**src/sv/stbs_pkg.sv**
```systemverilog
// Package for the sorted table binary search block.
// Holds table geometry, operation codes and controller/datapath structs.
// No dependencies.
package stbs_pkg;

  localparam int unsigned TABLE_DEPTH = 1024;
  localparam int unsigned IDX_W       = $clog2(TABLE_DEPTH);
  localparam int unsigned CNT_W       = IDX_W + 1;
  localparam int unsigned KEY_W       = 32;
  localparam int unsigned POS_W       = 10;
  localparam int unsigned EIDX_W      = 10;

  typedef enum logic {
    OP_WRITE  = 1'b0,
    OP_SEARCH = 1'b1
  } op_e;

  typedef enum logic [3:0] {
    S_IDLE  = 4'b0001,
    S_PROBE = 4'b0010,
    S_CMP   = 4'b0100,
    S_DONE  = 4'b1000
  } state_e;

  typedef struct packed {
    logic start;
    logic wr;
    logic probe;
    logic step;
    logic load;
  } cmd_t;

  typedef struct packed {
    logic empty;
    logic hit;
    logic out_busy;
  } status_t;

endpackage

```
**src/sv/stbs_ctrl.sv**
```systemverilog
// Controller of the sorted table binary search block.
// One-hot state machine that sequences probes of the datapath.
// Depends on stbs_pkg.
module stbs_ctrl (
  input  logic              clk_i,
  input  logic              rst_ni,
  input  logic              in_valid_i,
  input  logic              in_op_i,
  output logic              in_ready_o,
  input  logic              out_ready_i,
  input  stbs_pkg::status_t status_i,
  output stbs_pkg::cmd_t    cmd_o
);

  stbs_pkg::state_e state_q, state_d;

  always_comb begin
    state_d    = state_q;
    cmd_o      = '0;
    in_ready_o = 1'b0;
    case (state_q)
      stbs_pkg::S_IDLE: begin
        in_ready_o = 1'b1;
        if (in_valid_i) begin
          if (in_op_i == stbs_pkg::OP_SEARCH) begin
            cmd_o.start = 1'b1;
            state_d     = stbs_pkg::S_PROBE;
          end else begin
            cmd_o.wr = 1'b1;
          end
        end
      end
      stbs_pkg::S_PROBE: begin
        if (status_i.empty) begin
          state_d = stbs_pkg::S_DONE;
        end else begin
          cmd_o.probe = 1'b1;
          state_d     = stbs_pkg::S_CMP;
        end
      end
      stbs_pkg::S_CMP: begin
        cmd_o.step = 1'b1;
        state_d    = status_i.hit ? stbs_pkg::S_DONE : stbs_pkg::S_PROBE;
      end
      stbs_pkg::S_DONE: begin
        if (!status_i.out_busy || out_ready_i) begin
          cmd_o.load = 1'b1;
          state_d    = stbs_pkg::S_IDLE;
        end
      end
      default: begin
        state_d = stbs_pkg::S_IDLE;
      end
    endcase
  end

  always_ff @(posedge clk_i or negedge rst_ni) begin
    if (!rst_ni) begin
      state_q <= stbs_pkg::S_IDLE;
    end else begin
      state_q <= state_d;
    end
  end

endmodule

```
**config.mk**
```make
export PLATFORM = sky130hd
export DESIGN_NAME = stbs_ctrl
export DESIGN_NICKNAME = d
export VERILOG_FILES = /design/src/sv/stbs_pkg.sv /design/src/sv/stbs_ctrl.sv
export SDC_FILE = /design/constraint.sdc
export NUM_CORES = 1
export LEC_CHECK = 0
export BUFFER_PORTS_ARGS = -buffer_cell sky130_fd_sc_hd__buf_2
export CAP_MARGIN = 25
export CELL_PAD_IN_SITES_DETAIL_PLACEMENT = 0
export CELL_PAD_IN_SITES_GLOBAL_PLACEMENT = 1
export CORE_AREA = 2 2 39 41
export DETAILED_ROUTE_END_ITERATION = 12
export DIE_AREA = 0 0 41 43
export PLACE_DENSITY_LB_ADDON = 0.15
export SLEW_MARGIN = 0
export SYNTH_ARGS = -nofsm -noshare
export SYNTH_HDL_FRONTEND = slang
export SYNTH_SLANG_ARGS = --single-unit
```
**constraint.sdc**
```tcl
create_clock -name clk_i -period 3.1 [get_ports clk_i]
set_clock_uncertainty 0.2 [all_clocks]
set_input_delay 0.155 -clock clk_i [delete_from_list [all_inputs] [get_ports clk_i]]
set_output_delay 0.155 -clock clk_i [all_outputs]
set_load 0.005 [all_outputs]
```
==> summary.md, run 1 <==
| Metric | Value |
|---|---|
| Status | finished clean |
| Startpoint types | flip-flop |
| Final WL | 650 um |
| Worst Hold Path EP | state_q[1]$_DFFE_PN0P_ |
| Detailed placement HPWL | 489 um |
| Post-Route Setup TNS | 0 ns |
| Initial antenna violation count | 0 |
| Max-cap violation count | 0 |
| Sequential area share after synthesis | 37.2% |
| Post-route ant nets | 0 |
| Worst-path cell chain | nor4b_2 -> nand3_2 -> dlygate4sd3_1 -> nand2_1 |
| Min-Delay Path Depth | 3 |
| Post-Syn Nets | 37 |
| Synth warnings | 0 |
| Yosys reg bits | 4 |
| Non-filler cells, final | 64 |
| CTS sink count | 4 |
| Largest regs | state_q: 4 flops |
| Wire per inst | 10.2 um |
| RR Startpoint | state_q[0]$_DFFE_PN1P_ |
| H-tree levels | 1 |
| Sequential Power Share | 38.0% |
| Pre-CTS setup slack | 1.51 ns |
| Syn-to-layout area delta | 47.7% |
| Final Max Tran Viols | 0 |
| Worst path bufs/invs | 1 |
| R2R Setup Slk | 1.16 ns |
| Antenna Cells | 0 |
| Chip width | 41 um |
| Fin crit period | 1.94 ns |
| Most frequent cells in the layout | buf_2, clkbuf_4, dlygate4sd3_1, dfrtp_1 |
| Synth Cell Area | 273 um^2 |
| CTS tree | built |
| Worst Setup End Kind | flip-flop |
| Worst Tran Pin Value | 0.377 ns |
| Skew-Pair Late Insertion Delay | 0.24 ns |
| 1st-pass router iterations | 3 |
| Depth of the worst register-to-register path | 4 |
| Hold Path Class | primary input to flip-flop |
| Largest net degree at the start of global routing | 11 |
| Leakage | 0.195 nW |
| Setup ws final | 1.16 ns |
| Critical Path Slowest Stage Cell | dfstp_2 |
| Net Sw Power | 41.6 uW |
| FP Rows | 14 |
| DRC | 0 |
| Core Area | 1380 um^2 |
| Via density | 4.50 |
| Root Driver | clkbuf_4 |
| Period utilisation layout | 62.5% |
| Inst Count DP | 57 |
| Hold path start | status_i[1] |
| Crit path max-delay family | flip-flops |
| Unique masters post-synth | 20 |
| Die H | 43 um |
| P_int | 122 uW |
| RSZ-0062 raised after global routing | no |
| CP required | 3.07 ns |
| Top-Level Pins | 14 |
| Register with the most flip-flops | state_q |
| CP max stage delay | 0.57 ns |
| Mapped Cells | 29 |
| Starting Density | 19.7% |
| Final net count | 57 |
| Post-CTS sizing | 0 |
| Clock power frac | 44.7% |
| Clock Pin Slew Worst Setup and Hold Paths | 0.04 ns |
| Max_slew headroom | 74.5% |
| Max reg flops | 4 |
| Overall Global Routing Usage | 10.2% |
| PortBufs | 13 |
| Via count | 288 |
| Num CTS Buffers | 3 |
| Die ar. | 1760 um^2 |
| Critical R2R Capture | state_q[1]$_DFFE_PN0P_ |
| Power, Total | 163 uW |
| Vias in the first global route | 314 |
| Commonest non-fill, non-tap cell in the layout | buf_2 |
| Combinational Power Share | 17.2% |
| GPL Wtd Cong | 0.688 |
| Fmax | 0.516 GHz |
| WP data arrival | 1.91 ns |
| WS Path Type | flip-flop to flip-flop |
| GR Overflow Total | 0 |
| Max clock buf depth | 2 |
| Max VDD drop | 0.112 mV |
| # setup viols final | 0 |
| Final Hold Viols | 0 |
| Sw frac | 25.5% |
| First-pass GRT wire length | 1.16 mm |
| Share of cells above drive strength 1 | 39.6% |
| Initial DRC count | 6 |
| CP Max Fanout | 6 |
| Synthesized area per cell | 9.41 um^2 |
| Power Density | 405 nW/um^2 |
==> synth_stat cells, drive strengths merged <==
library cell / instances / area share [%]
nand2: 2 / 2.8
a31oi: 1 / 2.3
dfrtp: 3 / 28
o21a: 1 / 2.8
nor4bb: 2 / 7.3
nor2: 2 / 2.8
o31ai: 1 / 2.8
nand3: 1 / 3.7
and2: 2 / 4.6
o21ai: 1 / 1.8
inv: 2 / 2.8
buf: 1 / 4.1
nand2b: 2 / 4.6
nor4b: 2 / 8.7
nor4: 1 / 2.3
dfstp: 1 / 9.6
nor2b: 1 / 2.3
or4b: 1 / 3.7
a21oi: 2 / 3.7
==> power groups by stage <==
stage	Sequential, mW	Clock [mW]	Combinational (mW)
3_3_place_gp	0.0632	0	0.0253
5_1_grt	0.0629	0.0761	0.0316
2_1_floorplan	0.0596	0	0.0170
6_report	0.0621	0.0730	0.0281
3_5_place_dp	0.0628	0	0.0253
4_1_cts	0.0620	0.0746	0.0287
==> cell families (layout without fill, tap and decap cells) <==
| logic type | Yosys count | after routing | synth area share [%] |
|---|---|---|---|
| flops | 4 | 4 | 37.2 |
| compound gates | 6 | 6 | 13.3 |
| buf+inv | 3 | 22 | 6.88 |
| simple gates | 16 | 16 | 42.7 |
==> area by class of cell <==
cell class                 instances  area, um^2
fill                             151         981
timing repair buffer              16        95.1
multi-input combinational         22         153
sequential                         4         101
tap                               16        20.0
clock buffer                       4        26.3
inverter                           2        7.51
==> worst max-delay path by stage <==
stage | start | endpoint | slack, ns | cells past startpoint
floorplan | state_q[1]$_DFFE_PN0P_ | cmd_o[0] | 1.62 | 3
CTS | state_q[0]$_DFFE_PN1P_ | state_q[1]$_DFFE_PN0P_ | 1.15 | 4
global route | state_q[0]$_DFFE_PN1P_ | state_q[1]$_DFFE_PN0P_ | 1.07 | 4
finish | state_q[0]$_DFFE_PN1P_ | state_q[1]$_DFFE_PN0P_ | 1.16 | 4
detailed placement | state_q[1]$_DFFE_PN0P_ | cmd_o[0] | 1.51 | 3
global placement | state_q[1]$_DFFE_PN0P_ | cmd_o[0] | 1.50 | 3
==> layer usage <==
layer,track usage (%),share of wire [%],vias to the layer above
met5,0,0,-
met3,1.57,5.8,3
met4,12.0,3.4,0
li1,-,-,142
met1,10.7,41,132
met2,14.7,50,11
==> what timing repair did <==
| action | 4_1_cts | 5_1_grt |
|---|---|---|
| hold buffers | 3 | 0 |
| hold endpoints to repair | 6 | 0 |
| setup buffers | 0 | 0 |
| setup endpoints to repair | 0 | 0 |
==> per-stage QoR <==
step                      area, um^2  util, %  hold WS (ns)
final                            403     29.1      0.000455
after global routing             403     29.1        0.0307
after CTS                        403     29.1       0.00780
after detailed placement         347     25.0        -0.239
after global placement           347     25.0        -0.241
after floorplan                  273        -        -0.341
==> worst reg2reg max path, cell delays in order (launching register included) <==
cell	delay [ns]
dfstp_2	0.57
nor4b_2	0.35
nand3_2	0.13
dlygate4sd3_1	0.57
nand2_1	0.06
(Power assumes the default switching activity.)
==> run 2: changes to the inputs <==
Clock period 3.1 ns to 2 ns, I/O delays scaled along.
==> run 2 against run 1 <==
Against the previous run:
- final cell count up 7.8%
- sequential cell count stayed put
- register-to-register slack lost 1.1 ns
- cell area is 14% higher
- critical path type unchanged
- sequential power increased by 57%
- maximum frequency barely moved
- wire length grew 12%
- critical path depth unchanged
- worst hold slack improved by 0.082 ns
- power up 63%
==> summary.md, run 2 (synthesis results as in run 1) <==
| Metric | Value |
|---|---|
| Final WL | 731 um (+12%) |
| Initial DRC count | 4 (-2) |
| Period utilisation layout | 96.8% (+34 points) |
| Leakage | 0.225 nW (+15%) |
| Overall Global Routing Usage | 10.7% (+0.49 points) |
| PortBufs | 13 (unchanged) |
| First-pass GRT wire length | 1.25 mm (+7.7%) |
| Clock Pin Slew Worst Setup and Hold Paths | 0.04 ns (about the same) |
| Via count | 308 (+6.9%) |
| Detailed placement HPWL | 515 um (+5.2%) |
| Most frequent cells in the layout | buf_2, dlygate4sd3_1, clkbuf_4 |
| Placed Area | 347 um^2 (unchanged) |
| Fin Hold WS | 0.0829 ns (+0.0824 ns) |
| Share of cells above drive strength 1 | 39.6% (about the same) |
| CTS tree | built |
| Via density | 4.46 (-0.81%) |
| Largest regs | state_q: 4 flops |
| CP Max Fanout | 6 (unchanged) |
| Post-route ant nets | 0 (unchanged) |
| Commonest non-fill, non-tap cell in the layout | buf_2 |
| Skew-Pair Late Insertion Delay | 0.24 ns (about the same) |
| Max reg flops | 4 (unchanged) |
| Worst Tran Pin Value | 0.358 ns (-0.0188 ns) |
| Hold path start | status_i[0] |
| Vias in the first global route | 296 (-5.7%) |
| CTS sink count | 4 (unchanged) |
| Max VDD drop | 0.404 mV (+260%) |
| Fin crit period | 1.94 ns (-0.000438 ns) |
| Power Density | 577 nW/um^2 (+42%) |
| Startpoint types | flip-flop |
| CP required | 1.96 ns (-1.11 ns) |
| Final instance area | 460 um^2 (+14%) |
| RR Startpoint | state_q[0]$_DFFE_PN1P_ |
| Die H | 43 um (unchanged) |
| Worst Setup End Kind | flip-flop |
| Fmax | 0.516 GHz (about the same) |
| Max clock buf depth | 2 (unchanged) |
| WS Path Type | flip-flop to flip-flop |
| Status | finished clean |
| GR Overflow Total | 0 (unchanged) |
| Max_slew headroom | 75.8% (+1.3 points) |
| CP Launch Point | state_q[0]$_DFFE_PN1P_ |
| WP data arrival | 1.90 ns (about the same) |
| Die ar. | 1760 um^2 (unchanged) |
| Hold Path Class | primary input to flip-flop |
| Chip width | 41 um (unchanged) |
| Root Driver | clkbuf_4 |
| # setup viols final | 0 (unchanged) |
| DRC | 0 (unchanged) |
| Wire per inst | 10.6 um (+4.3%) |
| Max-cap violation count | 0 (unchanged) |
| FP Rows | 14 (unchanged) |
| Syn-to-layout area delta | 68.8% |
| Core Area | 1380 um^2 (unchanged) |
| Final Max Tran Viols | 0 (unchanged) |
| Antenna Cells | 0 (unchanged) |
| H-tree levels | 1 (unchanged) |
| Register with the most flip-flops | state_q |
| Final Hold Viols | 0 (unchanged) |
| Top-Level Pins | 14 (unchanged) |
| Final net count | 62 (+8.8%) |
| 1st-pass router iterations | 5 (+2) |
| Starting Density | 19.7% (unchanged) |
| GPL Wtd Cong | 0.699 (+1.6%) |
| Num CTS Buffers | 3 (unchanged) |
| Initial antenna violation count | 0 (unchanged) |
| Largest net degree at the start of global routing | 11 (unchanged) |
[run 2: changes by cell type in the layout (fill, tap and decap cells not counted), sizes merged]
cell / delta
dlygate4sd3: +4
buf: +1
[run 2: layout make-up]
| class | instances | area, um^2 |
|---|---|---|
| Inverter | 2 | 7.51 |
| Fill cell | 154 | 923 |
| Tap cell | 16 | 20.0 |
| Sequential cell | 4 | 103 |
| Multi-Input combinational cell | 22 | 161 |
| Timing Repair Buffer | 21 | 143 |
| Clock buffer | 4 | 26.3 |
[run 2: path summary, 6_finish.rpt]
check	cells after the start	slack [ns]	end
max reg2reg	4	0.06	state_q[0]$_DFFE_PN1P_
min reg2reg	1	0.34	state_q[3]$_DFFE_PN0P_
min in group asynchronous	2	0.14	state_q[0]$_DFFE_PN1P_
max in group asynchronous	3	0.89	state_q[2]$_DFFE_PN0P_
min	4	0.08	state_q[3]$_DFFE_PN0P_
max	4	0.06	state_q[0]$_DFFE_PN1P_
[run 2: per-layer routing]
layer  global-route usage [%]  part of all wire (%)
met1                     13.9                    47
met2                     14.1                    45
met3                     4.71                   6.0
met4                     6.00                   1.8
met5                        0                     0
[run 2: stage by stage]
step	utilization, %	power (mW)	cells	setup slack (ns)	setup TNS [ns]
2_1_floorplan	-	0.119	29	0.574	0
3_3_place_gp	25.0	0.136	57	0.425	0
3_5_place_dp	25.0	0.136	57	0.431	0
4_1_cts	32.0	0.261	68	0.00765	0
5_1_grt	33.3	0.285	69	-0.00319	-0.00319
6_report	33.3	0.266	69	0.0633	0
[run 2: what timing repair did]
item | CTS | global route
hold endpoints to repair | 8 | 0
resized for setup | 0 | 2
hold buffers | 7 | 0
setup buffers | 0 | 1
setup endpoints to repair | 0 | 2
[run 2: critical path, stage by stage (launching register included)]
cell and delay (ns):
dfstp_2 0.57, nor4b_4 0.30, nand3_2 0.11, dlygate4sd3_1 0.58, o21a_1 0.11
[run 2: power by group]
group	total [mW]	leakage, nW	internal, mW	switching (mW)
combinational	0.0574	0.160	0.0372	0.0202
sequential	0.0973	0.0500	0.0874	0.00991
clock	0.111	0.0150	0.0750	0.0359
